### src/sv/c2d_pkg.sv
// Package for the 2D valid convolution core: sizes, item kinds, job record.
// Used by c2d_front, c2d_job_fifo, c2d_back and conv2d_valid_int32_core. No dependencies.
package c2d_pkg;

  localparam int DefMaxImageCols = 1024;
  localparam int DefMaxKernelDim = 16;
  localparam int DefMaxImageRows = 4096;

  localparam int ElemW = 32;
  localparam int ImgRowsW = 13;
  localparam int ImgColsW = 11;
  localparam int KerDimW = 5;
  localparam int CfgIdxW = 2;

  typedef enum logic [CfgIdxW-1:0] {
    REG_IMAGE_ROWS  = 2'd0,
    REG_IMAGE_COLS  = 2'd1,
    REG_KERNEL_ROWS = 2'd2,
    REG_KERNEL_COLS = 2'd3
  } cfg_reg_t;

  typedef enum logic {
    KIND_COEF  = 1'b0,
    KIND_IMAGE = 1'b1
  } item_kind_t;

  typedef enum logic [1:0] {
    BK_IDLE = 2'd0,
    BK_ROW  = 2'd1,
    BK_ACC  = 2'd2,
    BK_OUT  = 2'd3
  } back_state_t;

  // One window job handed from the front to the back.
  typedef struct packed {
    logic [15:0]        col;   // column of the completing element
    logic [KerDimW-1:0] slot;  // line slot of the window's top row
    logic               last;
  } win_job_t;

endpackage

### src/sv/c2d_job_fifo.sv
// Short queue of window jobs between front and back parts.
// Depends on c2d_pkg.
module c2d_job_fifo import c2d_pkg::*; (
  input  logic     clk,
  input  logic     rst,
  input  logic     push,
  input  win_job_t push_job,
  input  logic     pop,
  output logic     empty,
  output win_job_t head
);

  win_job_t    slots [2];
  logic        wptr;
  logic        rptr;
  logic [1:0]  count;

  assign empty = (count == 2'd0);
  assign head  = slots[rptr];

  always_ff @(posedge clk) begin
    if (push) begin
      slots[wptr] <= push_job;
    end
  end

  always_ff @(posedge clk) begin
    if (rst) begin
      wptr <= 1'b0;
      rptr <= 1'b0;
      count <= '0;
    end else begin
      if (push) begin
        wptr <= ~wptr;
      end
      if (pop) begin
        rptr <= ~rptr;
      end
      count <= count + {1'b0, push} - {1'b0, pop};
    end
  end

endmodule

### config.mk
export PLATFORM = sky130hd
export DESIGN_NAME = c2d_job_fifo
export DESIGN_NICKNAME = d
export VERILOG_FILES = /design/src/sv/c2d_pkg.sv /design/src/sv/c2d_job_fifo.sv
export SDC_FILE = /design/constraint.sdc
export NUM_CORES = 1
export LEC_CHECK = 0
export BUFFER_PORTS_ARGS = -buffer_cell sky130_fd_sc_hd__buf_4
export CORE_UTILIZATION = 51
export DETAILED_ROUTE_END_ITERATION = 10
export GPL_TIMING_DRIVEN = 1
export HOLD_SLACK_MARGIN = 0.1
export PLACE_DENSITY = 0.81
export REMOVE_ABC_BUFFERS = 1
export SYNTH_ARGS = -nofsm -noshare
export SYNTH_HDL_FRONTEND = slang
export SYNTH_SLANG_ARGS = --single-unit
### constraint.sdc
create_clock -name clk -period 2 [get_ports clk]
set_input_delay 0.1 -clock clk [delete_from_list [all_inputs] [get_ports clk]]
set_output_delay 0.1 -clock clk [all_outputs]
set_load 0.02 [all_outputs]
==> flow_summary.ini, run 1 <==
[critical_path]
crit_arrival_ps = 1460
critPathCaptureType = output pin
r2r-end = slots[1][10]
timing.critical_path.to = head[13]
crit_required_ps = 1900
crit_fanout = 13
worst_setup_path_start_kind = flop
r2r_cells = 2
crit_chain = buf_4 > mux2_2 > buf_4
ff2ff_setup_slack_ps = 680
cpPeakStageDelay_ps = 380
slowest_stage = mux2_2
critical_path.most_common_cell = buf_4
worstSetupPathType = reg -> out
rr_startpoint = wptr

[timing]
clock_skew_ps = 12.76
maxSlewHeadroom_pct = 76.26
period_minus_slack_ps = 1564
max_clock_freq_mhz = 639.2
setup_viol = 0
worst_pin_slew_ps = 354.5
hold-worst-slack_ps = 448.8
final_hold_viol_count = 0
slew_viol_final = 0
rsz0062_at_grt = false
finalSetupTns_ps = 0
post-route-period-util_pct = 78.22
finalWorstSetupSlack_ps = 435.6

[finish]
instances_no_fill = 218
finalCoreUtilization_pct = 75.78
nets = 199
diodes = 0
area_growth_pct = 41.46
layout-drive-gt1-share_pct = 48.26
num-fill-cells = 210
stdcell_area_um2 = 2549

[outcome]
status = finished clean

[synth]
synth_xor_area_share_pct = 2.222
synth-simple-area-share_pct = 2.083
yosys-mux-area-fraction_pct = 13.75
synth_area_per_cell_um2 = 20.47
synth_top_family_by_area = multiplexers
synth.ff_latch_count = 49
ys_types = 11
synth_compound_area_share_pct = 0
ys_warn_count = 0
synthCells = 88
yosysSeqAreaShare_pct = 78.89
netlist_area_um2 = 1802
synthAdderAreaFrac_pct = 1.389

[floorplanning]
die_area_um2 = 3774
fp.dieH_um = 61.44
fp.dieW_um = 61.44
initial_utilization_pct = 53.57
core_um2 = 3363
io_pins = 49
fp-row-count = 21

[job]
cap_violations = 0

[grt]
grt_pass1_vias = 981
grt_first_pass_wirelength_um = 4326
grt_max_degree = 17
grt_use_total_pct = 17.39
grt-ovfl-total = 0
antenna_found_initial = 0

[place]
io_buffers = 48
gp_congestion = 0.6334
post_dp_cell_area_um2 = 2230
preCtsSetupSlack_ps = 673.6
post-place-cells = 184
hpwl_um = 1916

[clock_network]
clockRootBuffer = clkbuf_4
cts_tree = built
cts_buffers = 5
clock_sinks = 49
postCtsSetupRepairBufs = 0
clk_pin_slew_ps = 140
clockBufferDepth = 2
clock_latency_ps = 370
htreeDepth = 2

[power]
fin_total_pwr_mw = 2.069
powerDensity_nw_per_um2 = 811.9
leakage_nw = 0.9866
ir_drop_uv = 529.8

[detailed_routing]
vias = 1019
antenna_left = 0
drt_pass1_iterations = 4
route.detailed.wl_per_inst_um = 13.73
drtIter0Drc = 21
drc_errors = 0
vias_per_cell = 4.674
routed_wl_um = 2994

[worst_hold_path]
hold_path_class = in -> reg
cells in the mapped netlist, drive strengths merged:
library cell / instances / area [um^2]
nor2: 5 / 18.77
edfxtp: 44 / 1321
mux2: 22 / 247.7
xnor3: 1 / 22.52
xnor2: 2 / 17.52
nor2b: 2 / 12.51
dfxtp: 5 / 100.1
inv: 2 / 7.510
and2: 1 / 6.260
ha: 2 / 25.02
buf: 2 / 22.52
registers in the layout, summed over array words and instances (netlist names), named ones only:
name and count:
slots 44, rptr 1, wptr 1, count 2
metal layers:
metal	vias up	global-route usage, %	wire length [um]
li1	497	-	-
met1	483	20.37	1268
met2	31	28.11	1530
met3	8	4.832	128
met4	0	11.75	67
met5	-	0	0
how the worst min path moves through the flow:
stage | startpoint | endpoint | slack [ps] | cells after the start
2_1_floorplan | rst | count[0] | 170 | 1
3_3_place_gp | push_job[0] | slots[0][0] | 290 | 1
3_5_place_dp | push_job[3] | slots[0][3] | 290 | 1
4_1_cts | push_job[4] | slots[0][4] | 430 | 2
5_1_grt | push_job[10] | slots[0][10] | 430 | 2
6_report | push_job[4] | slots[0][4] | 450 | 2
worst max-delay path, delay by kind of cell, from the launching register on:
| kind | cells | cell delay (ps) |
|---|---|---|
| DFF | 1 | 350 |
| muxes | 1 | 380 |
| buffers and inverters | 2 | 380 |
cell usage in the layout, fill, tap and decap left out:
cell and n:
buf_4 52, edfxtp_1 44, dlygate4sd3_1 26, mux2_2 22, nor2_1 5, dfxtp_1 5, clkbuf_4 5, inv_1 2
xnor2_1 2, ha_1 2, and2_1 1, nor2b_2 1, nor2b_1 1, xnor3_1 1, inv_6 1, clkinvlp_4 1
clkinv_2 1
area by class of cell:
type                       count  area [um^2]  share of cell area [%]
clock buffer                   5        37.54                   1.473
clock inverter                 3        21.27                  0.8346
inverter                       2        7.507                  0.2946
multi-input combinational     35        352.8                   13.84
sequential                    49         1421                   55.77
tap                           46        57.56                   2.258
timing repair buffer          78        650.6                   25.53
timing repair:
item,4_1_cts,5_1_grt
gates resized for setup,0,0
hold buffers,26,0
endpoints found under the hold margin,49,0
logic make-up after synthesis:
logic type,count (synthesis)
flip-flops,49
AND/OR/NAND/NOR,8
adder cells (fa/ha/maj),2
buffers and inverters,4
multiplexers,22
XOR/XNOR,3
report_power, final:
| group | leakage (nW) | switching [mW] | internal (mW) |
|---|---|---|---|
| Clock | 0.0316 | 0.311 | 0.139 |
| Sequential | 0.455 | 0.0205 | 1.19 |
| Combinational | 0.500 | 0.188 | 0.220 |
(Power assumes the default switching activity.)
==> run 2, diff against run 1 <==
- CORE_UTILIZATION: 51 -> 46
- PLACE_DENSITY: 0.81 -> 0.77
- clock period: 2 -> 1.3 ns (I/O delays scaled with it)
==> run 2 against run 1 <==
The run now ends with setup timing left; sequential share of layout area is 5.5 points lower; via count is 4.3% higher; combinational power is 93% higher; cell area is 11% higher; highest routed layer unchanged; critical path depth stayed put.
==> flow_summary.ini, run 2 (same netlist as run 1, synthesis figures left out) <==
[finish]
num-fill-cells = 203
final_common_cell = edfxtp_1
nets = 203
layout-drive-gt1-share_pct = 51.14
largest_register_ffs = 44
area_growth_pct = 57.43
diodes = 0
reg_top3 = slots x44, count x2
largest-register = slots
layout_common_cells = edfxtp_1 (44), buf_4 (30), dlygate4sd3_1 (26)
instances_no_fill = 224

[timing]
rsz0062_at_grt = true
setup_viol = 22
worst_pin_slew_ps = 194.6
finalWorstSetupSlack_ps = -49.11
maxSlewHeadroom_pct = 87.03
final_hold_viol_count = 0
clock_skew_ps = 7.846
max_clock_freq_mhz = 741.2
slew_viol_final = 0
period_minus_slack_ps = 1349
post-route-period-util_pct = 103.8

[floorplanning]
fp.dieH_um = 64.59
initial_utilization_pct = 48.48
die_area_um2 = 4171
io_pins = 49
fp-row-count = 22
fp.dieW_um = 64.59
core_um2 = 3716

[clock_network]
clockBufferDepth = 2
clockRootBuffer = clkbuf_8
cts_buffers = 5
cts_tree = built
htreeDepth = 2
clk_pin_slew_ps = 80
clock_sinks = 49
clock_latency_ps = 300
postCtsSetupRepairBufs = 0

[critical_path]
worstSetupPathType = reg -> out
slowest_stage = dfxtp_4
path_delay_family = flip-flops
critical_path.most_common_cell = buf_6
critPathBufInv = 2
crit_arrival_ps = 1280
cpPeakStageDelay_ps = 400
crit_chain = buf_6 > mux2_4 > buf_6
crit_required_ps = 1240
crit_fanout = 5
worst_setup_path_start_kind = flop
critPathCaptureType = output pin

[power]
ir_drop_uv = 1011
powerDensity_nw_per_um2 = 1301
leakage_nw = 1.142

[job]
cap_violations = 0

[grt]
grt_use_total_pct = 17.98
grt_max_degree = 16
antenna_found_initial = 0
grt_pass1_vias = 1128
grt-ovfl-total = 0
grt_first_pass_wirelength_um = 5237

[place]
hpwl_um = 1959
gp_congestion = 0.5749
post-place-cells = 188
io_buffers = 48
preCtsSetupSlack_ps = 102.9

[detailed_routing]
vias_per_cell = 4.746
routed_wl_um = 3317
vias = 1063
antenna_left = 0
route.detailed.wl_per_inst_um = 14.81
drc_errors = 0
drtIter0Drc = 39
drt_pass1_iterations = 4

[outcome]
violations = setup timing
status = finished, violations left

[worst_hold_path]
hold_path_class = in -> reg
[run 2: cell types whose count changed in the layout (fill, tap and decap cells not counted), sizes merged]
cell,delta
bufinv,+1
inv,-1
buf,+4
[run 2: power by group]
| part | leakage [nW] | internal [mW] | switching (mW) |
|---|---|---|---|
| combinational | 0.635 | 0.464 | 0.325 |
| sequential | 0.455 | 1.83 | 0.0421 |
| clock | 0.0518 | 0.566 | 0.461 |
[run 2: worst paths after layout]
kind	startpoint	endpoint	slack (ps)	depth (start not counted)
max	flop	head[8]	-50	3
min	pop	count[1]	300	4
max reg2reg	rptr	flop	80	3
min reg2reg	wptr	wptr	580	2
[run 2: metrics by stage]
| stage | power [mW] | util (%) | setup TNS (ps) | hold slack (ps) | instance area [um^2] |
|---|---|---|---|---|---|
| after floorplan | 2.210 | - | -9639 | 136.6 | 1779 |
| after global placement | 2.453 | 60.47 | 0 | 250.8 | 2247 |
| after detailed placement | 2.475 | 60.47 | 0 | 252.8 | 2247 |
| after CTS | 3.712 | 75.89 | -1384 | 287.7 | 2820 |
| after global routing | 3.849 | 76.33 | -1840 | 316.8 | 2836 |
| final | 3.691 | 76.33 | -841.4 | 302.0 | 2836 |
[run 2: layout make-up]
cell class	instances	area, um^2	share of cell area (%)
inverters	2	7.507	0.2647
clock buffers	5	68.82	2.426
repair buffers	82	782.0	27.57
clock inverters	3	41.29	1.456
flip-flops and latches	49	1426	50.29
multi-input cells	35	450.4	15.88
well taps	48	60.06	2.117
[run 2: metal layers]
metal	track usage, %	routed length [um]	share of wire [%]
met1	20.91	1422	43
met4	8.056	44	1.3
met5	0	0	0
met3	6.338	145	4.4
met2	29.87	1705	51
[run 2: repair_timing]
item,in CTS,in global routing
gates cloned,2,0
hold buffers,26,0
setup endpoints to repair,22,23
gates resized for setup,53,3
hold endpoints to repair,49,0
pin swaps,0,1
[run 2: worst reg2reg max path: stages, from the launching register on]
cell and delay (ps):
dfxtp_1 320, xnor2_1 190, nor2_1 60, dlygate4sd3_1 540
