<file path="config.mk">
export PLATFORM = sky130hd
export DESIGN_NAME = c2d_front
export DESIGN_NICKNAME = d
export VERILOG_FILES = /design/src/sv/c2d_pkg.sv /design/src/sv/c2d_front.sv
export SDC_FILE = /design/constraint.sdc
export NUM_CORES = 1
export LEC_CHECK = 0
export BUFFER_PORTS_ARGS = -buffer_cell sky130_fd_sc_hd__buf_2
export CORE_MARGIN = 10
export CORE_UTILIZATION = 40
export DETAILED_ROUTE_END_ITERATION = 6
export PLACE_DENSITY_LB_ADDON = 0.12
export SLEW_MARGIN = 20
export SYNTH_ARGS = -nofsm -noshare
export SYNTH_HDL_FRONTEND = slang
export SYNTH_SLANG_ARGS = --single-unit
</file>
<file path="constraint.sdc">
create_clock -name clk -period 7.5 [get_ports clk]
set_input_delay 0.375 -clock clk [delete_from_list [all_inputs] [get_ports clk]]
set_output_delay 0.375 -clock clk [all_outputs]
set_load 0.02 [all_outputs]
</file>
<file path="src/sv/c2d_pkg.sv">
// Package for the 2D valid convolution core: sizes, item kinds, job record.
// Used by c2d_front, c2d_job_fifo, c2d_back and conv2d_valid_int32_core. No dependencies.
package c2d_pkg;

  localparam int DefMaxImageCols = 1024;
  localparam int DefMaxKernelDim = 16;
  localparam int DefMaxImageRows = 4096;

  localparam int ElemW = 32;
  localparam int ImgRowsW = 13;
  localparam int ImgColsW = 11;
  localparam int KerDimW = 5;
  localparam int CfgIdxW = 2;

  typedef enum logic [CfgIdxW-1:0] {
    REG_IMAGE_ROWS  = 2'd0,
    REG_IMAGE_COLS  = 2'd1,
    REG_KERNEL_ROWS = 2'd2,
    REG_KERNEL_COLS = 2'd3
  } cfg_reg_t;

  typedef enum logic {
    KIND_COEF  = 1'b0,
    KIND_IMAGE = 1'b1
  } item_kind_t;

  typedef enum logic [1:0] {
    BK_IDLE = 2'd0,
    BK_ROW  = 2'd1,
    BK_ACC  = 2'd2,
    BK_OUT  = 2'd3
  } back_state_t;

  // One window job handed from the front to the back.
  typedef struct packed {
    logic [15:0]        col;   // column of the completing element
    logic [KerDimW-1:0] slot;  // line slot of the window's top row
    logic               last;
  } win_job_t;

endpackage

</file>
<file path="src/sv/c2d_front.sv">
// Front part: accepts items, tracks counters, writes kernel and line stores,
// and issues window jobs. Depends on c2d_pkg.
module c2d_front import c2d_pkg::*; #(
  parameter int MAX_IMAGE_COLS = DefMaxImageCols,
  parameter int MAX_KERNEL_DIM = DefMaxKernelDim,
  parameter int MAX_IMAGE_ROWS = DefMaxImageRows,
  localparam int KAW = $clog2(MAX_KERNEL_DIM * MAX_KERNEL_DIM),
  localparam int RAW = $clog2(MAX_KERNEL_DIM * MAX_IMAGE_COLS)
) (
  input  logic                clk,
  input  logic                rst,
  input  logic                in_fire,
  input  logic                kind,
  input  logic                cfg_fire,
  input  logic [ImgRowsW-1:0] image_rows,
  input  logic [ImgColsW-1:0] image_cols,
  input  logic [KerDimW-1:0]  kernel_rows,
  input  logic [KerDimW-1:0]  kernel_cols,
  output logic                kwr_en,
  output logic [KAW-1:0]      kwr_addr,
  output logic                rwr_en,
  output logic [RAW-1:0]      rwr_addr,
  output logic                job_valid,
  output win_job_t            job
);

  logic [KAW:0]  kernel_load_count;
  logic [15:0]   image_row_pos;
  logic [15:0]   image_col_pos;
  logic [KerDimW-1:0] slot;
  logic          cfg_ok;
  logic [9:0]    ksize;
  logic          loaded;
  logic          last;

  assign ksize = 10'(kernel_rows) * 10'(kernel_cols);
  assign cfg_ok = (image_rows != '0) && (image_cols != '0) && (kernel_rows != '0)
               && (kernel_cols != '0)
               && (32'(image_rows) <= MAX_IMAGE_ROWS) && (32'(image_cols) <= MAX_IMAGE_COLS)
               && (32'(kernel_rows) <= MAX_KERNEL_DIM) && (32'(kernel_cols) <= MAX_KERNEL_DIM)
               && (13'(kernel_rows) <= image_rows) && (11'(kernel_cols) <= image_cols);
  assign loaded = (10'(kernel_load_count) >= ksize);
  assign last = (image_row_pos + 16'd1 == 16'(image_rows))
             && (image_col_pos + 16'd1 == 16'(image_cols));

  // Restart kernel address when a coefficient arrives after a full kernel.
  assign kwr_en   = in_fire && cfg_ok && (kind == KIND_COEF);
  assign kwr_addr = loaded ? '0 : KAW'(kernel_load_count);
  assign rwr_en   = in_fire && cfg_ok && (kind == KIND_IMAGE) && loaded;
  assign rwr_addr = RAW'(32'(slot) * MAX_IMAGE_COLS + 32'(image_col_pos));

  assign job_valid = rwr_en && (image_row_pos + 16'd1 >= 16'(kernel_rows))
                  && (image_col_pos + 16'd1 >= 16'(kernel_cols));
  assign job.col  = image_col_pos;
  // The window's top row sits in the slot after the current one.
  assign job.slot = (slot + 1'b1 == kernel_rows) ? '0 : slot + 1'b1;
  assign job.last = last;

  always_ff @(posedge clk) begin
    if (rst || cfg_fire || (in_fire && !cfg_ok)) begin
      kernel_load_count <= '0;
      image_row_pos <= '0;
      image_col_pos <= '0;
      slot <= '0;
    end else if (kwr_en) begin
      if (loaded) begin
        kernel_load_count <= (KAW+1)'(1);
        image_row_pos <= '0;
        image_col_pos <= '0;
        slot <= '0;
      end else begin
        kernel_load_count <= kernel_load_count + 1'b1;
      end
    end else if (rwr_en) begin
      if (last) begin
        kernel_load_count <= '0;
        image_row_pos <= '0;
        image_col_pos <= '0;
        slot <= '0;
      end else if (image_col_pos + 16'd1 >= 16'(image_cols)) begin
        image_col_pos <= '0;
        image_row_pos <= image_row_pos + 16'd1;
        slot <= (slot + 1'b1 == kernel_rows) ? '0 : slot + 1'b1;
      end else begin
        image_col_pos <= image_col_pos + 16'd1;
      end
    end
  end

endmodule

</file>
==> results of run 1 <==
[layer usage]
metal / vias to the layer above / track usage / wire length, um
li1: 2644 / - / -
met1: 2525 / 0.2205 / 7223
met2: 185 / 0.3135 / 8072
met3: 41 / 0.03556 / 1071
met4: 0 / 0.06923 / 557
met5: - / 0 / 0
[flip-flops by register name, summed over array words and instances, names as in the netlist]
register           flops
slot                   5
image_col_pos         16
image_row_pos         16
kernel_load_count      9
[final timing paths]
check | from | to | slack (ns)
hold reg to reg | kernel_load_count[8]$_SDFFE_PP0P_ | kernel_load_count[8]$_SDFFE_PP0P_ | 0.51
setup reg to reg | image_col_pos[0]$_SDFFE_PP0P_ | slot[4]$_SDFFE_PP0P_ | 2.71
hold / removal | kernel_load_count[8]$_SDFFE_PP0P_ | kernel_load_count[8]$_SDFFE_PP0P_ | 0.51
setup / recovery | kernel_rows[0] | slot[0]$_SDFFE_PP0P_ | 1.72
[through the flow]
step | hold WS, ns | std cells | total power, mW
after floorplan | 0.4575 | 710 | 0.3617
after global placement | 0.4976 | 931 | 0.4086
after detailed placement | 0.4959 | 931 | 0.4129
after CTS | 0.5040 | 939 | 0.6728
after global routing | 0.5164 | 939 | 0.7063
final | 0.5068 | 939 | 0.6662
[cell families after synthesis]
logic type,count (synthesis),share of synthesized area
and+or+nand+nor,298,0.2984
AOI/OAI and AO/OA,127,0.1509
buffers and inverters,96,0.08178
adders and majority gates,75,0.1861
xor gates and xnor gates,66,0.1100
DFF,46,0.1691
muxes,2,0.003676
[power by group through the flow]
stage | sequential [mW] | clock, mW | combinational, mW
6_report | 0.244 | 0.258 | 0.164
5_1_grt | 0.244 | 0.273 | 0.189
4_1_cts | 0.244 | 0.264 | 0.164
3_5_place_dp | 0.250 | 0 | 0.163
3_3_place_gp | 0.250 | 0 | 0.159
2_1_floorplan | 0.250 | 0 | 0.112
[final cells by class]
class                           instances  area share
Sequential cell                        46      0.1524
Tap cell                              176     0.03644
Multi-Input combinational cell        568      0.6760
Clock inverter                          2    0.006211
Timing Repair Buffer                   89     0.07536
Inverter                               52     0.03230
Clock buffer                            6     0.02133
[placed cells by master, fill, tap and decap left out, types with 3 or more instances in the layout]
master,instances
xor2_1,19
or2_2,4
nand3_1,38
nor2b_1,8
or3_1,4
and3_1,17
ha_1,65
xnor2_1,45
nand2b_1,9
nor3_1,29
nand2_1,40
or4_1,3
nor2_1,68
clkbuf_16,5
nand4_1,18
inv_1,51
buf_2,85
a311oi_1,8
fa_1,10
dfxtp_1,46
a211oi_1,3
a21oi_1,44
buf_4,4
and4_1,5
a41oi_1,3
o22ai_1,4
a21o_1,12
and2_1,10
a31oi_1,4
o21ai_1,7
nor4b_1,3
o211ai_1,7
nand4b_1,9
nor4_1,16
o21ai_0,16
==> flow_metrics.py, run 1 <==
metrics = {
    "cells_and_area": {
        "area_delta_synth_final_pct": 10.96,
        "regArea_um2": 920.9,
        "fin_nets": 876,
        "multi_input_area_mm2": 0.004085,
        "final_util": 0.4545,
        "drive_above_1_share": 0.1481,
        "fill_cells": 1377,
        "diodes": 0,
        "final_area_mm2": 0.006043,
    },
    "floorplan": {
        "core_region_area_mm2": 0.01330,
        "ios": 86,
        "die_x_um": 136.7,
        "start_util": 0.4097,
        "std_cell_rows": 42,
        "fp.dieArea_mm2": 0.01868,
        "die_h_um": 136.7,
    },
    "worst_setup_path": {
        "cp_top_family": "simple AND/OR/NAND/NOR gates",
        "rr_worst_depth": 15,
        "end_kind": "flip-flop",
        "cp_common_cell": "fa_1",
        "path_buf_inv": 2,
        "slowest_delay_ns": 0.69,
        "cp_max_fo": 19,
        "startpoint_type": "input pin",
        "cp.arrival_ns": 5.94,
        "cp_num_cells": 18,
        "slowest_stage": "nand2_1",
        "crit_chain": "buf_2 -> nand2_1 -> fa_1 -> fa_1 -> fa_1 -> inv_1 -> ha_1 -> and3_1 -> a221o_1 -> nor2_1 -> xor2_1 -> ha_1 -> nand3_1 -> o21ai_0 -> and3_1 -> nand3_1 -> nand2_1 -> mux2i_1",
        "crit_type": "in2reg",
        "cp.required_ns": 7.65,
    },
    "clocking": {
        "post_cts_buffers": 0,
        "cts_sinks": 46,
        "cts_resized": 0,
        "cts_made_buffers": 5,
        "clk_latency_ns": 0.30,
        "clkTransAtPathRegs_ns": 0.07,
        "cts_hold_buf": 0,
        "cts_tree": "done",
        "cts_max_level": 2,
        "clock_path_buffers": 2,
        "cts-root-buf": "clkbuf_16",
    },
    "synthesis": {
        "yosysTopAreaCellShare": 0.1691,
        "synth_enable_flop_cells": 0,
        "synth.most_common_cell": "nor2_1",
        "ys_async_sr_fraction": 0,
        "synth-seq-cells": 46,
        "synth_top_area_cell": "dfxtp_1",
        "synthCells": 710,
        "synth_area_mm2": 0.005446,
        "synth_common_cells": "nor2_1 (68), ha_1 (65), inv_1 (51)",
        "synth_area_per_cell_um2": 7.671,
        "synth_ff_type": "dfxtp_1",
        "ys_types": 69,
        "ys_seq_area_frac": 0.1691,
        "yosysWarnings": 0,
        "synth_area_leaders": "dfxtp_1 (17%), ha_1 (15%), xnor2_1 (7.2%)",
        "syn-num-nets": 824,
    },
    "min_path": {
        "min_path_cells": 1,
        "min_path_type": "reg2reg",
    },
    "outcome": {
        "status": "completed",
    },
    "power": {
        "switching_share": 0.2978,
        "comb_power_share": 0.246,
        "clock_power_share": 0.387,
        "p_seq_frac": 0.367,
        "powerDensity_mw_per_mm2": 110.2,
        "p_switching_uw": 198.4,
        "p_int_uw": 467.8,
        "leakagePower_nw": 2.691,
        "ir_drop_uv": 95.49,
    },
    "route": {
        "wl_per_cell_um": 18.02,
        "drtAntennaViolNets": 0,
        "dr.pass1.iters": 5,
        "vias": 5395,
        "wl_mm": 16.93,
        "drt-initial-drc-count": 312,
        "vias_per_cell": 5.745,
        "drc": 0,
    },
    "timing": {
        "totalNegativeSetupSlack_ns": 0,
        "skew_ns": 0.007929,
        "slew_violations": 0,
        "finalSetupViolations": 0,
        "tightestPinTransition_ns": 0.8969,
        "layout_min_cycle_time_ns": 5.780,
        "finalCritPeriodShare": 0.7707,
        "timing.fmax_mhz": 173.0,
        "setup_ws_ns": 1.720,
        "rsz0062_at_grt": "false",
        "hold_viol_final": 0,
        "max_slew_margin": 0.3988,
    },
    "placement": {
        "dpl-instance-area_mm2": 0.005877,
        "hpwl_mm": 13.55,
        "port_buffers": 85,
        "place_congestion": 0.8679,
        "place_ws_ns": 1.377,
    },
    "global_routing": {
        "antenna_found_initial": 0,
        "grt_overflow": 0,
        "grt_max_degree": 31,
        "grt_pass1_wl_mm": 27.99,
        "grt_pass1_vias": 5540,
        "grt_use_total": 0.1829,
    },
    "run": {
        "drv_cap": 0,
    },
}
Note: power is estimated with default switching activity, not from simulation.
==> run 2: changes to the inputs <==
- ABC_AREA: not set -> 1
- clock period: 7.5 -> 6.05 ns (I/O delays scaled with it)
==> flow_metrics.py, run 2 <==
metrics = {
    "outcome": {
        "status": "completed",
    },
    "worst_setup_path": {
        "slowest_stage": "fa_1",
        "crit_type": "in2out",
        "slowest_delay_ns": 0.54,
        "cp_top_family": "adder cells",
        "cp_max_fo": 9,
        "cp.arrival_ns": 4.68,
        "cp.required_ns": 5.75,
        "path_buf_inv": 3,
        "startpoint_type": "input pin",
        "crit_chain": "buf_2 -> nand2_1 -> fa_1 -> fa_1 -> fa_1 -> inv_1 -> ha_1 -> a21oi_1 -> nand2_1 -> a21oi_1 -> o21ai_0 -> xnor2_1 -> ha_1 -> nand2_1 -> o21bai_1 -> nand2_1 -> nand2_1 -> nand2_1 -> nand2_1 -> nor2_4 -> nand2_1 -> nor2_1 -> buf_2",
        "cp_common_cell": "nand2_1",
        "end_kind": "primary output",
    },
    "synthesis": {
        "synth_common_cells": "nand2_1 (241), nor2_1 (157), inv_1 (149)",
        "yosysWarnings": 0,
        "synth_enable_flop_cells": 0,
        "yosysTopAreaCellShare": 0.1634,
        "synth_area_mm2": 0.005635,
        "synth_area_leaders": "dfxtp_1 (16%), nand2_1 (16%), ha_1 (14%)",
        "synth.most_common_cell": "nand2_1",
        "syn-num-nets": 1040,
        "synth_top_area_cell": "dfxtp_1",
        "synth-seq-cells": 46,
        "ys_seq_area_frac": 0.1634,
        "ys_types": 41,
        "synthCells": 926,
        "synth_ff_type": "dfxtp_1",
        "ys_async_sr_fraction": 0,
        "synth_area_per_cell_um2": 6.086,
    },
    "timing": {
        "tightestPinTransition_ns": 0.7073,
        "hold_viol_final": 0,
        "rsz0062_at_grt": "false",
        "whs_ns": 0.4179,
        "finalCritPeriodShare": 0.8229,
        "skew_ns": 0.01024,
        "max_slew_margin": 0.5274,
        "slew_violations": 0,
        "finalSetupViolations": 0,
        "layout_min_cycle_time_ns": 4.979,
        "timing.fmax_mhz": 200.9,
        "totalNegativeSetupSlack_ns": 0,
    },
    "route": {
        "wl_mm": 15.99,
        "vias_per_cell": 4.746,
        "dr.pass1.iters": 5,
        "drtAntennaViolNets": 0,
        "wl_per_cell_um": 13.57,
        "drt-initial-drc-count": 271,
        "vias": 5591,
        "drc": 0,
    },
    "cells_and_area": {
        "fin_nets": 1111,
        "layout_commonest_cell": "nand2_1",
        "top_regs": "image_col_pos: 16 flops, image_row_pos: 16 flops, kernel_load_count: 9 flops",
        "area_delta_synth_final_pct": 11.43,
        "diodes": 0,
        "final_cell_mix": "nand2_1 (241), nor2_1 (157), inv_1 (149)",
        "final_util": 0.4542,
        "drive_above_1_share": 0.1303,
    },
    "global_routing": {
        "grt_use_total": 0.1651,
        "grt_max_degree": 25,
        "grt_pass1_wl_mm": 26.89,
        "grt_overflow": 0,
        "grt_pass1_vias": 5363,
        "antenna_found_initial": 0,
    },
    "floorplan": {
        "start_util": 0.4076,
        "die_x_um": 138.7,
        "fp.dieArea_mm2": 0.01924,
        "core_region_area_mm2": 0.01383,
        "ios": 86,
        "std_cell_rows": 43,
        "die_h_um": 138.7,
    },
    "placement": {
        "place_congestion": 0.8501,
        "hpwl_mm": 13.38,
        "port_buffers": 85,
    },
    "clocking": {
        "cts-root-buf": "clkbuf_16",
        "cts_hold_buf": 0,
        "post_cts_buffers": 0,
        "cts_sinks": 46,
        "clk_latency_ns": 0.30,
        "cts_max_level": 2,
        "clkTransAtPathRegs_ns": 0.07,
        "cts_made_buffers": 5,
        "cts_tree": "done",
        "cts_resized": 0,
        "clock_path_buffers": 2,
    },
    "power": {
        "powerDensity_mw_per_mm2": 125.2,
        "ir_drop_uv": 89.67,
        "leakagePower_nw": 3.470,
    },
    "run": {
        "drv_cap": 0,
    },
    "min_path": {
        "min_path_type": "in2reg",
    },
}
## run 2: logic make-up (layout without fill, tap and decap cells)
group,after synthesis,in the layout,synth area share
AOI/OAI and AO/OA,58,58,0.05861
xor gates and xnor gates,30,30,0.04662
adders and majority gates,75,75,0.1798
buffers and inverters,177,249,0.1330
DFF,46,46,0.1634
and+or+nand+nor,540,540,0.4185
## run 2: final timing paths
check                                                     from                                end  slack, ns  cells past startpoint
worst max-delay path                            kernel_rows[0]                          job_valid       1.07                     23
worst min-delay path                                       rst               slot[2]$_SDFFE_PP0P_       0.42                      4
worst max register to register   image_col_pos[0]$_SDFFE_PP0P_  kernel_load_count[4]$_SDFFE_PP0P_       2.76                     16
worst min register to register  image_col_pos[15]$_SDFFE_PP0P_     image_col_pos[15]$_SDFFE_PP0P_       0.48                      2
## run 2: metrics by stage
| stage | power (mW) | cells | worst slack [ns] | area (um^2) |
|---|---|---|---|---|
| 2_1_floorplan | 0.4541 | 926 | 1.431 | 5635 |
| 3_3_place_gp | 0.5123 | 1170 | 1.053 | 6133 |
| 3_5_place_dp | 0.5107 | 1170 | 0.9259 | 6133 |
| 4_1_cts | 0.7978 | 1178 | 1.014 | 6280 |
| 5_1_grt | 0.8408 | 1178 | 0.6460 | 6280 |
| 6_report | 0.7860 | 1178 | 1.071 | 6280 |
## run 2: worst min-delay path: stages
cell	delay, ns
buf_2	0.11
nor2_4	0.13
nand2_1	0.10
nor2_1	0.03
## run 2: area by class of cell
class,count,area (um^2)
clock inverters,3,21.27
repair buffers,88,447.9
multi-input cells,703,3965
clock buffers,5,125.1
inverters,153,574.3
fillers,1529,7547
well taps,180,225.2
flip-flops and latches,46,920.9
## run 2: routing by layer
layer | track usage | wire, um
met4 | 0.03734 | 176
met5 | 0 | 0
met2 | 0.2819 | 7721
met1 | 0.2082 | 7349
met3 | 0.03356 | 739
## run 2: where the power goes
group | internal [mW] | switching, mW | leakage, nW | total (mW)
clock network | 0.153 | 0.131 | 0.0698 | 0.284
logic | 0.0796 | 0.119 | 3.03 | 0.199
registers | 0.303 | 0.0000485 | 0.370 | 0.303
